[src/design/ir_ring_direction_finder_unit_defines.svh]
// assertion helpers for the direction finder
`ifndef IR_RING_DIRECTION_FINDER_UNIT_DEFINES_SVH
`define IR_RING_DIRECTION_FINDER_UNIT_DEFINES_SVH

// same-cycle implication, held off during reset
`define IRDF_ASSERT_NOW(label, clk, rst_n, ante, cons, msg) \
    label: assert property (@(posedge clk) disable iff (!rst_n) (ante) |-> (cons)) \
        else $error(msg);

// next-cycle implication, held off during reset
`define IRDF_ASSERT_NEXT(label, clk, rst_n, ante, cons, msg) \
    label: assert property (@(posedge clk) disable iff (!rst_n) (ante) |=> (cons)) \
        else $error(msg);

`endif

[src/design/irdf_pkg.sv]
package irdf_pkg;

    localparam logic [15:0] ENABLE_RESET = 16'hF01F;

    typedef struct packed {
        logic [15:0] sensor_levels;
        logic        window_end;
    } irdf_in_t;

    typedef struct packed {
        logic [3:0] angle;
        logic [3:0] distance;
        logic       ball_found;
        logic [7:0] packed_byte;
    } irdf_out_t;

    // sequencer commands to the shared scan unit
    typedef struct packed {
        logic clear;
        logic step;
    } irdf_scan_ctrl_t;

endpackage

[src/design/irdf_scan_unit.sv]
module irdf_scan_unit #(
    parameter int NUM_RECEIVERS = 16,
    parameter int COUNT_BITS    = 10
) (
    input  logic                        clk,
    input  logic                        rst_n,
    input  irdf_pkg::irdf_scan_ctrl_t   ctrl,
    input  logic [$clog2(NUM_RECEIVERS)-1:0] idx,
    input  logic [COUNT_BITS-1:0]       count_in,
    input  logic                        hit,
    output logic [COUNT_BITS-1:0]       count_out,
    output irdf_pkg::irdf_out_t         summary
);
    import irdf_pkg::*;

    localparam int IDX_W = $clog2(NUM_RECEIVERS);
    localparam int TW    = $clog2(NUM_RECEIVERS + 1);

    logic [COUNT_BITS-1:0] best_reg, best_next;
    logic [IDX_W-1:0]      angle_reg, angle_next;
    logic [TW-1:0]         tally_reg, tally_next;
    logic [TW-1:0]         distance_raw;
    logic [3:0]            angle4;
    logic [3:0]            dist4;
    logic                  greater;

    // saturating increment of the receiver under the sequencer's index
    assign count_out = (hit && (count_in != '1)) ? count_in + COUNT_BITS'(1) : count_in;
    assign greater   = count_out > best_reg;

    always_comb
    begin
        best_next  = best_reg;
        angle_next = angle_reg;
        tally_next = tally_reg;
        if (ctrl.clear)
        begin
            best_next  = '0;
            angle_next = '0;
            tally_next = '0;
        end
        else if (ctrl.step)
        begin
            // strict compare keeps the lowest index on ties
            if (greater)
            begin
                best_next  = count_out;
                angle_next = idx;
            end
            if (count_out != '0)
                tally_next = tally_reg + TW'(1);
        end
    end

    always_ff @(posedge clk or negedge rst_n)
    begin
        if (!rst_n)
        begin
            best_reg  <= '0;
            angle_reg <= '0;
            tally_reg <= '0;
        end
        else
        begin
            best_reg  <= best_next;
            angle_reg <= angle_next;
            tally_reg <= tally_next;
        end
    end

    assign distance_raw = (tally_reg > TW'(1)) ? tally_reg - TW'(1) : tally_reg;
    assign angle4       = 4'(angle_reg);
    assign dist4        = 4'(distance_raw);

    assign summary.angle       = angle4;
    assign summary.distance    = dist4;
    assign summary.ball_found  = dist4 != 4'd0;
    assign summary.packed_byte = {dist4, angle4};

endmodule

[src/design/ir_ring_direction_finder_unit.sv]
// ir ring direction finder
// input: a word (sensor_levels, window_end) is taken when start is high and busy
// is low. sensor bits are active low; each enabled receiver that reads low adds
// one to its saturating hit counter.
// one shared step unit visits one receiver per clock, so every word keeps the
// block busy until all NUM_RECEIVERS receivers (16 by default) are visited;
// busy then drops, and no new word is taken before that pass is done.
// on a word with window_end set the same pass also tracks the largest counter
// and the count of nonzero counters and clears each counter behind it. the
// result word (angle, distance, ball_found, packed_byte) is then shown for one
// cycle with result_valid high, registered from the end of the pass, with busy low.
// the receiver cannot stall: a result not taken in its strobe cycle is gone.
// cfg channel: cfg_data is the receiver enable mask, written when cfg_valid is
// high (cfg_ready is always high); write it only while the block is idle.
// reset: counters cleared, mask 0xF01F, block idle, no result pending.
module ir_ring_direction_finder_unit #(
    parameter int NUM_RECEIVERS = 16,
    parameter int COUNT_BITS    = 10
) (
    input  logic                 clk,
    input  logic                 rst_n,
    input  logic                 start,
    output logic                 busy,
    input  irdf_pkg::irdf_in_t   item,
    output logic                 result_valid,
    output irdf_pkg::irdf_out_t  result,
    input  logic                 cfg_valid,
    output logic                 cfg_ready,
    input  logic [15:0]          cfg_data
);
    `include "ir_ring_direction_finder_unit_defines.svh"
    import irdf_pkg::*;

    localparam int IDX_W = $clog2(NUM_RECEIVERS);
    localparam logic [IDX_W-1:0] LAST_IDX = IDX_W'(NUM_RECEIVERS - 1);

    typedef enum logic {S_IDLE, S_RUN} state_t;

    state_t                   state_reg, state_next;
    logic [IDX_W-1:0]         idx_reg, idx_next;
    logic                     last_reg, last_next;
    logic [NUM_RECEIVERS-1:0] levels_reg, levels_next;
    logic [NUM_RECEIVERS-1:0] mask_reg, mask_next;
    logic                     done_reg, done_next;
    logic [COUNT_BITS-1:0]    counts_reg [NUM_RECEIVERS];
    logic [COUNT_BITS-1:0]    counts_next [NUM_RECEIVERS];

    logic                     accept;
    logic                     hit;
    logic [COUNT_BITS-1:0]    count_new;
    irdf_scan_ctrl_t          scan_ctrl;
    irdf_out_t                summary;

    assign busy      = state_reg == S_RUN;
    assign cfg_ready = 1'b1;
    assign accept    = start && !busy;
    assign hit       = mask_reg[idx_reg] && !levels_reg[idx_reg];

    assign scan_ctrl.clear = accept;
    assign scan_ctrl.step  = busy && last_reg;

    irdf_scan_unit #(
        .NUM_RECEIVERS (NUM_RECEIVERS),
        .COUNT_BITS    (COUNT_BITS)
    ) u_scan (
        .clk       (clk),
        .rst_n     (rst_n),
        .ctrl      (scan_ctrl),
        .idx       (idx_reg),
        .count_in  (counts_reg[idx_reg]),
        .hit       (hit),
        .count_out (count_new),
        .summary   (summary)
    );

    always_comb
    begin
        state_next  = state_reg;
        idx_next    = idx_reg;
        last_next   = last_reg;
        levels_next = levels_reg;
        mask_next   = mask_reg;
        done_next   = 1'b0;
        counts_next = counts_reg;

        if (cfg_valid && cfg_ready)
            mask_next = cfg_data[NUM_RECEIVERS-1:0];

        unique case (state_reg)
            S_IDLE:
            begin
                if (start)
                begin
                    levels_next = item.sensor_levels[NUM_RECEIVERS-1:0];
                    last_next   = item.window_end;
                    idx_next    = '0;
                    state_next  = S_RUN;
                end
            end
            S_RUN:
            begin
                // window end clears each counter once its value is scanned
                counts_next[idx_reg] = last_reg ? '0 : count_new;
                if (idx_reg == LAST_IDX)
                begin
                    done_next  = last_reg;
                    state_next = S_IDLE;
                end
                else
                    idx_next = idx_reg + IDX_W'(1);
            end
            default:
                state_next = S_IDLE;
        endcase
    end

    always_ff @(posedge clk or negedge rst_n)
    begin
        if (!rst_n)
        begin
            state_reg  <= S_IDLE;
            idx_reg    <= '0;
            last_reg   <= 1'b0;
            levels_reg <= '1;
            mask_reg   <= ENABLE_RESET[NUM_RECEIVERS-1:0];
            done_reg   <= 1'b0;
            for (int i = 0; i < NUM_RECEIVERS; i++)
                counts_reg[i] <= '0;
        end
        else
        begin
            state_reg  <= state_next;
            idx_reg    <= idx_next;
            last_reg   <= last_next;
            levels_reg <= levels_next;
            mask_reg   <= mask_next;
            done_reg   <= done_next;
            counts_reg <= counts_next;
        end
    end

    assign result_valid = done_reg;
    assign result       = summary;

    `IRDF_ASSERT_NEXT(a_accept_runs, clk, rst_n, accept, busy && (idx_reg == '0), "accepted word did not start a pass at receiver zero")
    `IRDF_ASSERT_NOW(a_done_idle, clk, rst_n, done_reg, !busy && $past(busy) && $past(last_reg), "result strobe outside the end of a window pass")
    `IRDF_ASSERT_NOW(a_pass_full, clk, rst_n, $fell(busy), $past(idx_reg) == LAST_IDX, "pass ended before visiting every receiver")
    `IRDF_ASSERT_NOW(a_found_match, clk, rst_n, result_valid, result.ball_found == (result.distance != 4'd0), "ball_found disagrees with distance")

endmodule

[config.mk]
export PLATFORM = sky130hd
export DESIGN_NAME = ir_ring_direction_finder_unit
export DESIGN_NICKNAME = d
export VERILOG_FILES = /design/src/design/irdf_pkg.sv /design/src/design/irdf_scan_unit.sv /design/src/design/ir_ring_direction_finder_unit.sv
export VERILOG_INCLUDE_DIRS = /design/src /design/src/design
export SDC_FILE = /design/constraint.sdc
export NUM_CORES = 1
export LEC_CHECK = 0
export BUFFER_PORTS_ARGS = -buffer_cell sky130_fd_sc_hd__buf_4
export CORE_ASPECT_RATIO = 0.75
export CORE_MARGIN = 2
export CORE_UTILIZATION = 30
export CTS_CLUSTER_SIZE = 25
export DETAILED_ROUTE_END_ITERATION = 10
export PLACE_DENSITY = 0.48
export SYNTH_ARGS = -nofsm -noshare
export SYNTH_HDL_FRONTEND = slang
export SYNTH_SLANG_ARGS = --single-unit
[constraint.sdc]
create_clock -name clk -period 11.2 [get_ports clk]
set_input_delay 1.68 -clock clk [delete_from_list [all_inputs] [get_ports clk]]
set_output_delay 1.68 -clock clk [all_outputs]
set_load 0.005 [all_outputs]
==> impl_metrics.yaml, run 1 <==
run_status:
  status: "finished clean"
clock_tree:
  worstSkewPairLatency_ns: 0.53
  htree_levels: 1
  post_cts_resized: 0
  cts_made_buffers: 23
  hold_buffers: 0
  root_buffer: "clkbuf_16"
  cts_tree: "done"
  cts_sinks: 218
  clockBufferDepth: 3
  cts.reportedPaths.clkPinSlew_ns: 0.06
  cts_setup_buffers: 0
routing:
  met2_length_mm: 11.9
  via_per_inst: 4.98
  drtPass1Iterations: 5
  m1WireLength_mm: 14.6
  drt-total-wl_mm: 28.5
  drt_iter0_markers: 563
  antenna_left: 0
  via_count: 7492
  route.detailed.wl_per_inst_um: 19.0
  routed.top_layer: "met4"
  drc: 0
  wl_met3_mm: 1.51
timing:
  worst-slew-pin-transition_ns: 1.20
  fin_skew_ns: 0.0213
  worst_slack_ns: 5.21
  period_minus_slack_ns: 5.99
  rsz0062_at_grt: "no"
  setup_tns_ns: 0
  hold_viol: 0
  max_freq_mhz: 167
  slew_violations: 0
  maxSlewHeadroom: 0.200
  setup_viol: 0
  timing.final.crit_share: 0.535
die:
  die_h_um: 167
  dieWidth_um: 221
  rows: 59
  io_pins: 57
  initial_core_util: 0.305
  core_area_um2: 34700
  die_area_um2: 36800
yosys:
  ys_top_cells_by_count: "nand2_1 (255), dfrtp_1 (193), o21ai_0 (159)"
  yosys.area.top_type: "dfrtp_1"
  ys_warn_count: 0
  synth_mux_area_frac: 0.124
  syn_area_um2: 10600
  ys.flop_type: "dfrtp_1"
  synth_edf_count: 0
  ys_seq_elements: 218
  synthSimpleGateAreaFrac: 0.149
  synthMostInstantiatedCell: "nand2_1"
  ys_async_sr_fraction: 1.00
  synth_top_area_share: 0.456
  synth_top_family_by_area: "simple AND/OR/NAND/NOR gates"
  seq_area_frac_synth: 0.519
  synthCells: 1029
  ys_types: 71
  avgSynthCellArea_um2: 10.3
  synth-xor-area-share: 0.00662
  synth_nets: 1084
  synth-adder-area-share: 0.0213
  synth_compound_area_frac: 0.126
  synth_area_leaders: "dfrtp_1 (46%), nand2_1 (9.0%), mux4_2 (8.5%)"
global_routing:
  first_global_vias: 7427
  globalRouteOverflowTotal: 0
  grt_pass1_wl_mm: 45.4
  grt_usage: 0.156
  antenna_found_initial: 0
  grt_max_degree: 92
final_layout:
  largest_reg_flops: 160
  final_area_um2: 12000
  antennaDiodeCount: 0
  nFillCells: 3530
  fin_nets: 1084
  final_util: 0.344
  layout-drive-gt1-share: 0.202
  area_delta_synth_final_pct: 12.9
placement:
  port_buffers: 55
  place_congestion: 0.869
  dpl.hpwl_mm: 19.1
  placed_area_um2: 11200
  place_ws_ns: 5.23
pwr:
  power.leakage_nw: 5.10
  p_per_area_nw_per_um2: 238
  peakVddDrop_mv: 0.131
setup_path:
  crit_required_ns: 11.61
  cp_slowest_cell: "nor2b_1"
  startpoint_type: "register"
  crit_top_cell: "o21a_1"
  crit_arrival_ns: 6.40
  worstSetupEndpointType: "register"
  cp_num_buf_inv: 1
  max_stage_delay_ns: 1.02
  crit_family: "compound AO/OA/AOI/OAI gates"
  path_max_fanout: 23
  path_class: "register to register"
  crit_chain: "nor2b_1, a22oi_1, nand2_1, nand4b_1, o31ai_2, mux2i_1, inv_1, ha_1, nor2b_1, o21a_1, o21a_1, o21a_1, o21a_1, o21a_1, o211ai_1, a31oi_2, mux2_2"
  ff2ff_setup_slack_ns: 5.21
flow_run:
  drv_cap: 0
min_path:
  hp-class: "register to register"
cells in the final DEF, fill, tap and decap left out, types with 5 or more instances in the layout:
| master | count |
|---|---|
| mux2_2 | 19 |
| o21ai_0 | 159 |
| ha_1 | 18 |
| nor2_1 | 19 |
| inv_1 | 29 |
| a22oi_1 | 9 |
| mux2i_1 | 17 |
| nor3_1 | 6 |
| nand2_1 | 255 |
| dfrtp_1 | 191 |
| xnor2_1 | 5 |
| nor4_1 | 5 |
| o21ai_2 | 10 |
| mux4_2 | 40 |
| clkbuf_16 | 23 |
| o21ai_1 | 6 |
| dfstp_2 | 25 |
| o21a_1 | 5 |
| nand3_1 | 23 |
| clkinv_2 | 6 |
| nand4_1 | 7 |
| buf_4 | 60 |
| nor3b_1 | 6 |
| a21oi_1 | 5 |
per-layer routing:
metal | up-vias | track usage
met4 | 0 | 0.0277
met1 | 3702 | 0.245
met3 | 41 | 0.0326
met5 | - | 0
met2 | 169 | 0.221
li1 | 3580 | -
worst paths after layout:
check / cells after the start / end / start
min in group asynchronous: 1 / counts_reg[84] / rst_n
hold / removal: 2 / levels_reg[11] / levels_reg[11]
max in group asynchronous: 3 / idx_reg[0] / rst_n
hold reg to reg: 2 / levels_reg[11] / levels_reg[11]
setup reg to reg: 17 / u_scan.best_reg[5] / idx_reg[3]
setup / recovery: 17 / u_scan.best_reg[5] / idx_reg[3]
final cells by class:
| type | instances | area (um^2) | share of cell area |
|---|---|---|---|
| Sequential cell | 218 | 5490 | 0.460 |
| Multi-Input combinational cell | 692 | 4530 | 0.379 |
| Tap cell | 457 | 572 | 0.0478 |
| Timing Repair Buffer | 61 | 465 | 0.0389 |
| Inverter | 33 | 124 | 0.0104 |
| Clock buffer | 29 | 638 | 0.0534 |
| Clock inverter | 13 | 125 | 0.0105 |
stage by stage:
stage	power (W)	hold slack (ns)	std cells
finish	0.00285	0.456	1503
floorplan	0.00180	0.436	1029
detailed placement	0.00210	0.450	1461
CTS	0.00289	0.461	1503
global placement	0.00210	0.446	1461
global route	0.00304	0.474	1503
cell families (layout without fill, tap and decap cells):
kind of cell,Yosys count,in the layout
buffers and inverters,119,136
flip-flops,218,218
multiplexers,78,78
AND/OR/NAND/NOR,358,358
XOR/XNOR,8,8
AO/OA/AOI/OAI,229,229
adder cells (fa/ha/maj),18,18
other,1,1
where the power goes:
| group | switching, W | total, W | internal (W) |
|---|---|---|---|
| logic | 0.000643 | 0.00104 | 0.000397 |
| clock network | 0.000327 | 0.000777 | 0.000451 |
| registers | 0.000111 | 0.00103 | 0.000921 |
| total | 0.00108 | 0.00285 | 0.00177 |
worst register-to-register path, cell delays in order, from the launching register on:
cell	delay [ns]
dfrtp_1	0.88
nor2b_1	1.03
a22oi_1	0.27
nand2_1	0.25
nand4b_1	0.29
o31ai_2	0.51
mux2i_1	0.28
inv_1	0.09
ha_1	0.29
nor2b_1	0.14
o21a_1	0.16
o21a_1	0.16
o21a_1	0.16
o21a_1	0.16
o21a_1	0.16
o211ai_1	0.19
a31oi_2	0.44
mux2_2	0.43
Power figures use the tool's default switching activity.
==> inputs of run 2 (changes only) <==
--- a/config.mk
+++ b/config.mk
@@ -6,6 +6,7 @@
 export SDC_FILE = /design/constraint.sdc
 export NUM_CORES = 1
 export LEC_CHECK = 0
+export ABC_AREA = 1
 export BUFFER_PORTS_ARGS = -buffer_cell sky130_fd_sc_hd__buf_4
 export CORE_ASPECT_RATIO = 0.75
 export CORE_MARGIN = 2
==> constraint.sdc (replaced) <==
create_clock -name clk -period 5.8 [get_ports clk]
set_input_delay 0.87 -clock clk [delete_from_list [all_inputs] [get_ports clk]]
set_output_delay 0.87 -clock clk [all_outputs]
set_load 0.005 [all_outputs]
==> run 2 against run 1 <==
  * Sequential power grew 130%
  * Worst hold slack lost 0.12 ns
  * Critical path depth grew 12
  * Non-clock buffer count grew 18
  * First-iteration DRC count grew 32%
  * Critical endpoint is now u_scan.best_reg[9]
==> impl_metrics.yaml, run 2 <==
global_routing:
  grt_pass1_wl_mm: 52.6
  grt_max_degree: 101
  first_global_vias: 9149
  grt_util_met1: 0.263
  gr-usage-met3: 0.0276
  grt_util_met2: 0.233
  antenna_found_initial: 0
  grt_busiest_layer: "met1"
  globalRouteOverflowTotal: 0
  grt_usage: 0.165
yosys:
  synthCells: 1585
  seq_area_frac_synth: 0.474
  ys_types: 33
  avgSynthCellArea_um2: 7.31
  yosys.area.top_type: "dfrtp_1"
  ys_seq_elements: 218
  synthMostInstantiatedCell: "nand2_1"
  syn_area_um2: 11600
  ys.flop_type: "dfrtp_1"
  ys_warn_count: 0
  synth_top_area_share: 0.417
  synth_nets: 1640
  ys_async_sr_fraction: 1.00
  ys_top_cells_by_count: "nand2_1 (572), inv_1 (215), dfrtp_1 (193)"
  synth_edf_count: 0
  synth_area_leaders: "dfrtp_1 (42%), nand2_1 (19%), inv_1 (7.0%)"
clock_tree:
  cts_setup_buffers: 0
  htree_levels: 1
  cts_tree: "done"
  cts_sinks: 218
  cts.reportedPaths.clkPinSlew_ns: 0.06
  worstSkewPairLatency_ns: 0.55
  post_cts_resized: 0
  clockBufferDepth: 3
  root_buffer: "clkbuf_16"
  cts_made_buffers: 24
  hold_buffers: 0
final_layout:
  final_common_cell: "nand2_1"
  fin_nets: 1650
  largest_reg_flops: 160
  antennaDiodeCount: 0
  layout-drive-gt1-share: 0.111
  area_delta_synth_final_pct: 13.2
  nFillCells: 4097
  final_cell_mix: "nand2_1 (572), inv_1 (215), dfrtp_1 (191)"
die:
  io_pins: 57
  rows: 62
  die_area_um2: 40200
  core_area_um2: 38200
  die_h_um: 174
  initial_core_util: 0.303
  dieWidth_um: 231
placement:
  port_buffers: 55
  dpl.hpwl_mm: 21.1
  place_congestion: 0.833
timing:
  fin_skew_ns: 0.0176
  maxSlewHeadroom: 0.181
  period_minus_slack_ns: 4.74
  slew_violations: 0
  setup_tns_ns: 0
  timing.final.crit_share: 0.817
  max_freq_mhz: 211
  hold_viol: 0
  timing.hold.ws_ns: 0.340
  rsz0062_at_grt: "no"
  worst-slew-pin-transition_ns: 1.22
  setup_viol: 0
pwr:
  p_sw_w: 0.00406
  clkPwrFrac: 0.192
  seqPwrFrac: 0.278
  peakVddDrop_mv: 0.370
  switching_share: 0.479
  p_int_w: 0.00442
  p_per_area_nw_per_um2: 647
  power.leakage_nw: 6.52
  p_comb_frac: 0.530
routing:
  drt-total-wl_mm: 32.4
  drc: 0
  antenna_left: 0
  route.detailed.wl_per_inst_um: 15.2
  drtPass1Iterations: 5
  via_per_inst: 4.54
  via_count: 9634
  drt_iter0_markers: 745
setup_path:
  r2r-start: "idx_reg[1]"
  path_class: "register to register"
  crit_top_cell: "nand2_1"
  crit_arrival_ns: 5.19
  path_max_fanout: 52
  cp_num_buf_inv: 5
  startpoint_type: "register"
  max_stage_delay_ns: 0.56
  r2r_end: "u_scan.best_reg[9]"
  r2r_cells: 29
  ff2ff_setup_slack_ns: 1.06
  crit_family: "simple AND/OR/NAND/NOR gates"
  cp_slowest_cell: "buf_4"
  worstSetupEndpointType: "register"
  crit_required_ns: 6.25
flow_run:
  drv_cap: 0
run_status:
  status: "finished clean"
min_path:
  hp-class: "input pin to async pin"
==> run 2: cell types whose count changed after synthesis, moves of 19 or more <==
cell and change:
nand3_1 +78, o21ai_1 +34, mux2_2 -19, nand2_1 +317, mux4_2 -40, nor2_1 +66, clkbuf_1 -20, inv_1 +186
==> run 2: worst register-to-register path: cells and delay by family (launching register included) <==
kind	cells	cell delay (ns)
simple gates	17	2.23
buf+inv	5	0.95
compound gates	5	0.59
fa+ha+maj	2	0.48
flops	1	0.38
==> run 2: cell families after synthesis <==
family | Yosys count | synth area share
AO/OA/AOI/OAI | 227 | 0.100
XOR/XNOR | 5 | 0.00378
adder cells (fa/ha/maj) | 18 | 0.0194
buffers and inverters | 319 | 0.121
flip-flops | 218 | 0.474
other | 1 | 0.000324
AND/OR/NAND/NOR | 797 | 0.282
==> run 2: worst max-delay path by stage <==
stage	from	to	slack [ns]	depth (start not counted)
6_report	idx_reg[1]	u_scan.best_reg[9]	1.06	29
5_1_grt	idx_reg[1]	u_scan.best_reg[9]	0.53	29
4_1_cts	idx_reg[1]	u_scan.best_reg[9]	1.11	29
3_5_place_dp	idx_reg[1]	u_scan.best_reg[9]	1.14	29
3_3_place_gp	idx_reg[1]	u_scan.best_reg[9]	1.28	29
2_1_floorplan	idx_reg[0]	u_scan.best_reg[9]	2.05	31
==> run 2: stage by stage <==
step                      power (W)  instance area (um^2)  cells  worst slack [ns]  utilization
after detailed placement    0.00688                 12300   2081              1.14        0.322
after global placement      0.00687                 12300   2081              1.28        0.322
after global routing        0.00926                 13100   2124             0.531        0.344
after floorplan             0.00560                 11600   1585              2.05            -
after CTS                   0.00854                 13100   2124              1.11        0.344
final                       0.00848                 13100   2124              1.06        0.344
==> run 2: layout make-up <==
type	instances	area (um^2)	share of cell area
Clock buffer	37	709	0.0541
Clock inverter	6	116	0.00887
Inverter	224	843	0.0643
Multi-Input combinational cell	1048	4700	0.358
Sequential cell	218	5490	0.419
Tap cell	512	641	0.0489
Timing Repair Buffer	79	613	0.0468
==> run 2: power by group through the flow <==
stage	Combinational, W	Clock [W]	Sequential [W]
after floorplan	0.00331	0	0.00229
after global placement	0.00450	0	0.00237
after detailed placement	0.00450	0	0.00238
after CTS	0.00451	0.00166	0.00236
after global routing	0.00511	0.00173	0.00242
final	0.00450	0.00163	0.00236
==> run 2: layer usage <==
layer  up-vias  wire (um)  part of all wire
met5         -          0                 0
met4         0        457             0.014
met3        37       1670             0.052
met2       171      12900              0.40
met1      4540      17400              0.54
li1       4886          -                 -
==> inputs of run 3 (changes only) <==
--- a/config.mk
+++ b/config.mk
@@ -6,14 +6,14 @@
 export SDC_FILE = /design/constraint.sdc
 export NUM_CORES = 1
 export LEC_CHECK = 0
-export ABC_AREA = 1
+export ABC_AREA = 0
 export BUFFER_PORTS_ARGS = -buffer_cell sky130_fd_sc_hd__buf_4
 export CORE_ASPECT_RATIO = 0.75
 export CORE_MARGIN = 2
 export CORE_UTILIZATION = 30
 export CTS_CLUSTER_SIZE = 25
 export DETAILED_ROUTE_END_ITERATION = 10
-export PLACE_DENSITY = 0.48
+export PLACE_DENSITY = 0.5
 export SYNTH_ARGS = -nofsm -noshare
 export SYNTH_HDL_FRONTEND = slang
 export SYNTH_SLANG_ARGS = --single-unit
==> constraint.sdc (replaced) <==
create_clock -name clk -period 4 [get_ports clk]
set_input_delay 0.6 -clock clk [delete_from_list [all_inputs] [get_ports clk]]
set_output_delay 0.6 -clock clk [all_outputs]
set_load 0.005 [all_outputs]
==> run 3 against run 2 <==
  * Count of clock-buffer cells in the layout shrank 7
  * Non-clock buffer count grew 105
  * Worst hold slack lost 0.19 ns
  * The run now ends with negative setup slack left
  * Largest cell class unchanged
  * Critical endpoint is now u_scan.angle4[2]
  * Design area grew 1.5%
  * Sequential cell count is the same
  * Power grew 11%
  * Combinational power shrank 4%
  * Routed wire length shrank 8.0%
  * Highest routed layer unchanged
==> impl_metrics.yaml, run 3 (synthesis gave the netlist of run 1 again) <==
clock_tree:
  clockBufferDepth: 3
  cts_sinks: 218
  hold_buffers: 0
  cts.reportedPaths.clkPinSlew_ns: 0.06
  root_buffer: "clkbuf_16"
  worstSkewPairLatency_ns: 0.54
  cts_made_buffers: 24
  htree_levels: 1
  cts_tree: "done"
flow_run:
  drv_cap: 0
timing:
  maxSlewHeadroom: 0.324
  rsz0062_at_grt: "yes"
  setup_viol: 14
  timing.hold.ws_ns: 0.147
  max_freq_mhz: 227
  worst_slack_ns: -0.413
  worst-slew-pin-transition_ns: 1.01
  fin_skew_ns: 0.0141
  hold_viol: 0
  timing.final.crit_share: 1.10
  slew_violations: 0
  period_minus_slack_ns: 4.41
final_layout:
  final_area_um2: 13300
  largest_reg_flops: 160
  nFillCells: 3450
  antennaDiodeCount: 0
  area_delta_synth_final_pct: 25.8
  fin_nets: 1208
  final_util: 0.384
  final_cell_mix: "nand2_1 (249), dfrtp_1 (191), buf_4 (163)"
  final_common_cell: "nand2_1"
  layout-drive-gt1-share: 0.309
setup_path:
  startpoint_type: "register"
  crit_required_ns: 4.42
  path_class: "register to register"
  crit_arrival_ns: 4.83
  path_max_fanout: 8
  r2r-start: "idx_reg[0]"
  r2r_end: "u_scan.angle4[2]"
  r2r_cells: 21
  ff2ff_setup_slack_ns: -0.41
  worstSetupEndpointType: "register"
pwr:
  power.leakage_nw: 5.80
  peakVddDrop_mv: 0.326
  p_per_area_nw_per_um2: 706
global_routing:
  grt_usage: 0.164
  first_global_vias: 7999
  globalRouteOverflowTotal: 0
  grt_pass1_wl_mm: 47.7
  grt_max_degree: 112
  antenna_found_initial: 0
routing:
  met2_length_mm: 13.0
  via_per_inst: 4.90
  routed.top_layer: "met4"
  m1WireLength_mm: 15.1
  via_count: 7970
  antenna_left: 0
  drtPass1Iterations: 5
  route.detailed.wl_per_inst_um: 18.3
  drc: 0
  wl_met3_mm: 1.30
  drt-total-wl_mm: 29.8
  drt_iter0_markers: 480
min_path:
  hp-class: "input pin to async pin"
run_status:
  violations: "negative setup slack"
  status: "finished with violations"
die:
  dieWidth_um: 221
  die_area_um2: 36800
  core_area_um2: 34700
  die_h_um: 167
  io_pins: 57
  initial_core_util: 0.305
  rows: 59
placement:
  place_congestion: 0.805
  port_buffers: 55
  dpl.hpwl_mm: 20.0
  placed_area_um2: 12100
==> run 3: cell types whose count changed in the layout (fill, tap and decap cells not counted), sizes merged, moves of 40 or more <==
cell and change:
nand3 -79, nor2 -81, mux4 +40, buf +105, nand2 -324, inv -191
==> run 3: repair_timing <==
item | CTS | global route
gates cloned | 2 | 0
buffers inserted | 21 | 9
pin swaps | 13 | 15
gates resized for setup | 30 | 16
endpoints found under the setup margin | 14 | 22
==> run 3: critical path, cell delays in order (launching register included) <==
cell      delay [ns]
dfrtp_4         0.50
buf_6           0.15
buf_12          0.14
buf_6           0.12
mux4_2          0.39
a22oi_2         0.10
nand2_2         0.07
nand4b_1        0.22
o31ai_4         0.35
mux2i_1         0.27
inv_1           0.12
ha_4            0.23
nor2b_4         0.12
o21a_1          0.17
o21a_1          0.16
o21a_1          0.16
o21a_1          0.16
o21a_1          0.16
o211ai_1        0.25
a31oi_4         0.17
buf_6           0.17
mux2i_1         0.12
==> run 3: per-stage QoR <==
step                      std cells  setup TNS [ns]  total power [W]  worst slack [ns]
final                          1628           -5.64          0.00940            -0.413
after global routing           1628           -9.14          0.00998            -0.671
after CTS                      1629           -5.61          0.00930            -0.416
after detailed placement       1563           -6.19          0.00663            -0.458
after global placement         1563           -4.91          0.00661            -0.357
after floorplan                1029           -4.43          0.00514            -0.351
==> run 3: worst max-delay path by stage <==
| stage | from | end | slack (ns) | cells past startpoint |
|---|---|---|---|---|
| finish | idx_reg[0] | u_scan.angle4[2] | -0.41 | 21 |
| global route | idx_reg[0] | u_scan.angle4[2] | -0.67 | 21 |
| CTS | idx_reg[0] | u_scan.angle4[2] | -0.42 | 21 |
| detailed placement | idx_reg[0] | u_scan.angle4[2] | -0.46 | 20 |
| global placement | idx_reg[0] | u_scan.angle4[3] | -0.36 | 19 |
| floorplan | idx_reg[0] | u_scan.best_reg[3] | -0.35 | 23 |
==> run 3: routing by layer <==
layer | track usage | up-vias
li1 | - | 3818
met1 | 0.247 | 3969
met2 | 0.246 | 155
met3 | 0.0295 | 28
met4 | 0.0309 | 0
met5 | 0 | -
==> run 3: area by class of cell <==
cell class / instances / area [um^2] / area share
flip-flops and latches: 218 / 5490 / 0.413
multi-input cells: 692 / 4740 / 0.356
repair buffers: 184 / 1590 / 0.119
clock buffers: 30 / 633 / 0.0476
well taps: 457 / 572 / 0.0430
clock inverters: 14 / 165 / 0.0124
inverters: 33 / 124 / 0.00931
==> run 3: power breakdown <==
part | internal, W | switching [W]
combinational | 0.00207 | 0.00224
clock | 0.00132 | 0.000937
sequential | 0.00258 | 0.000243
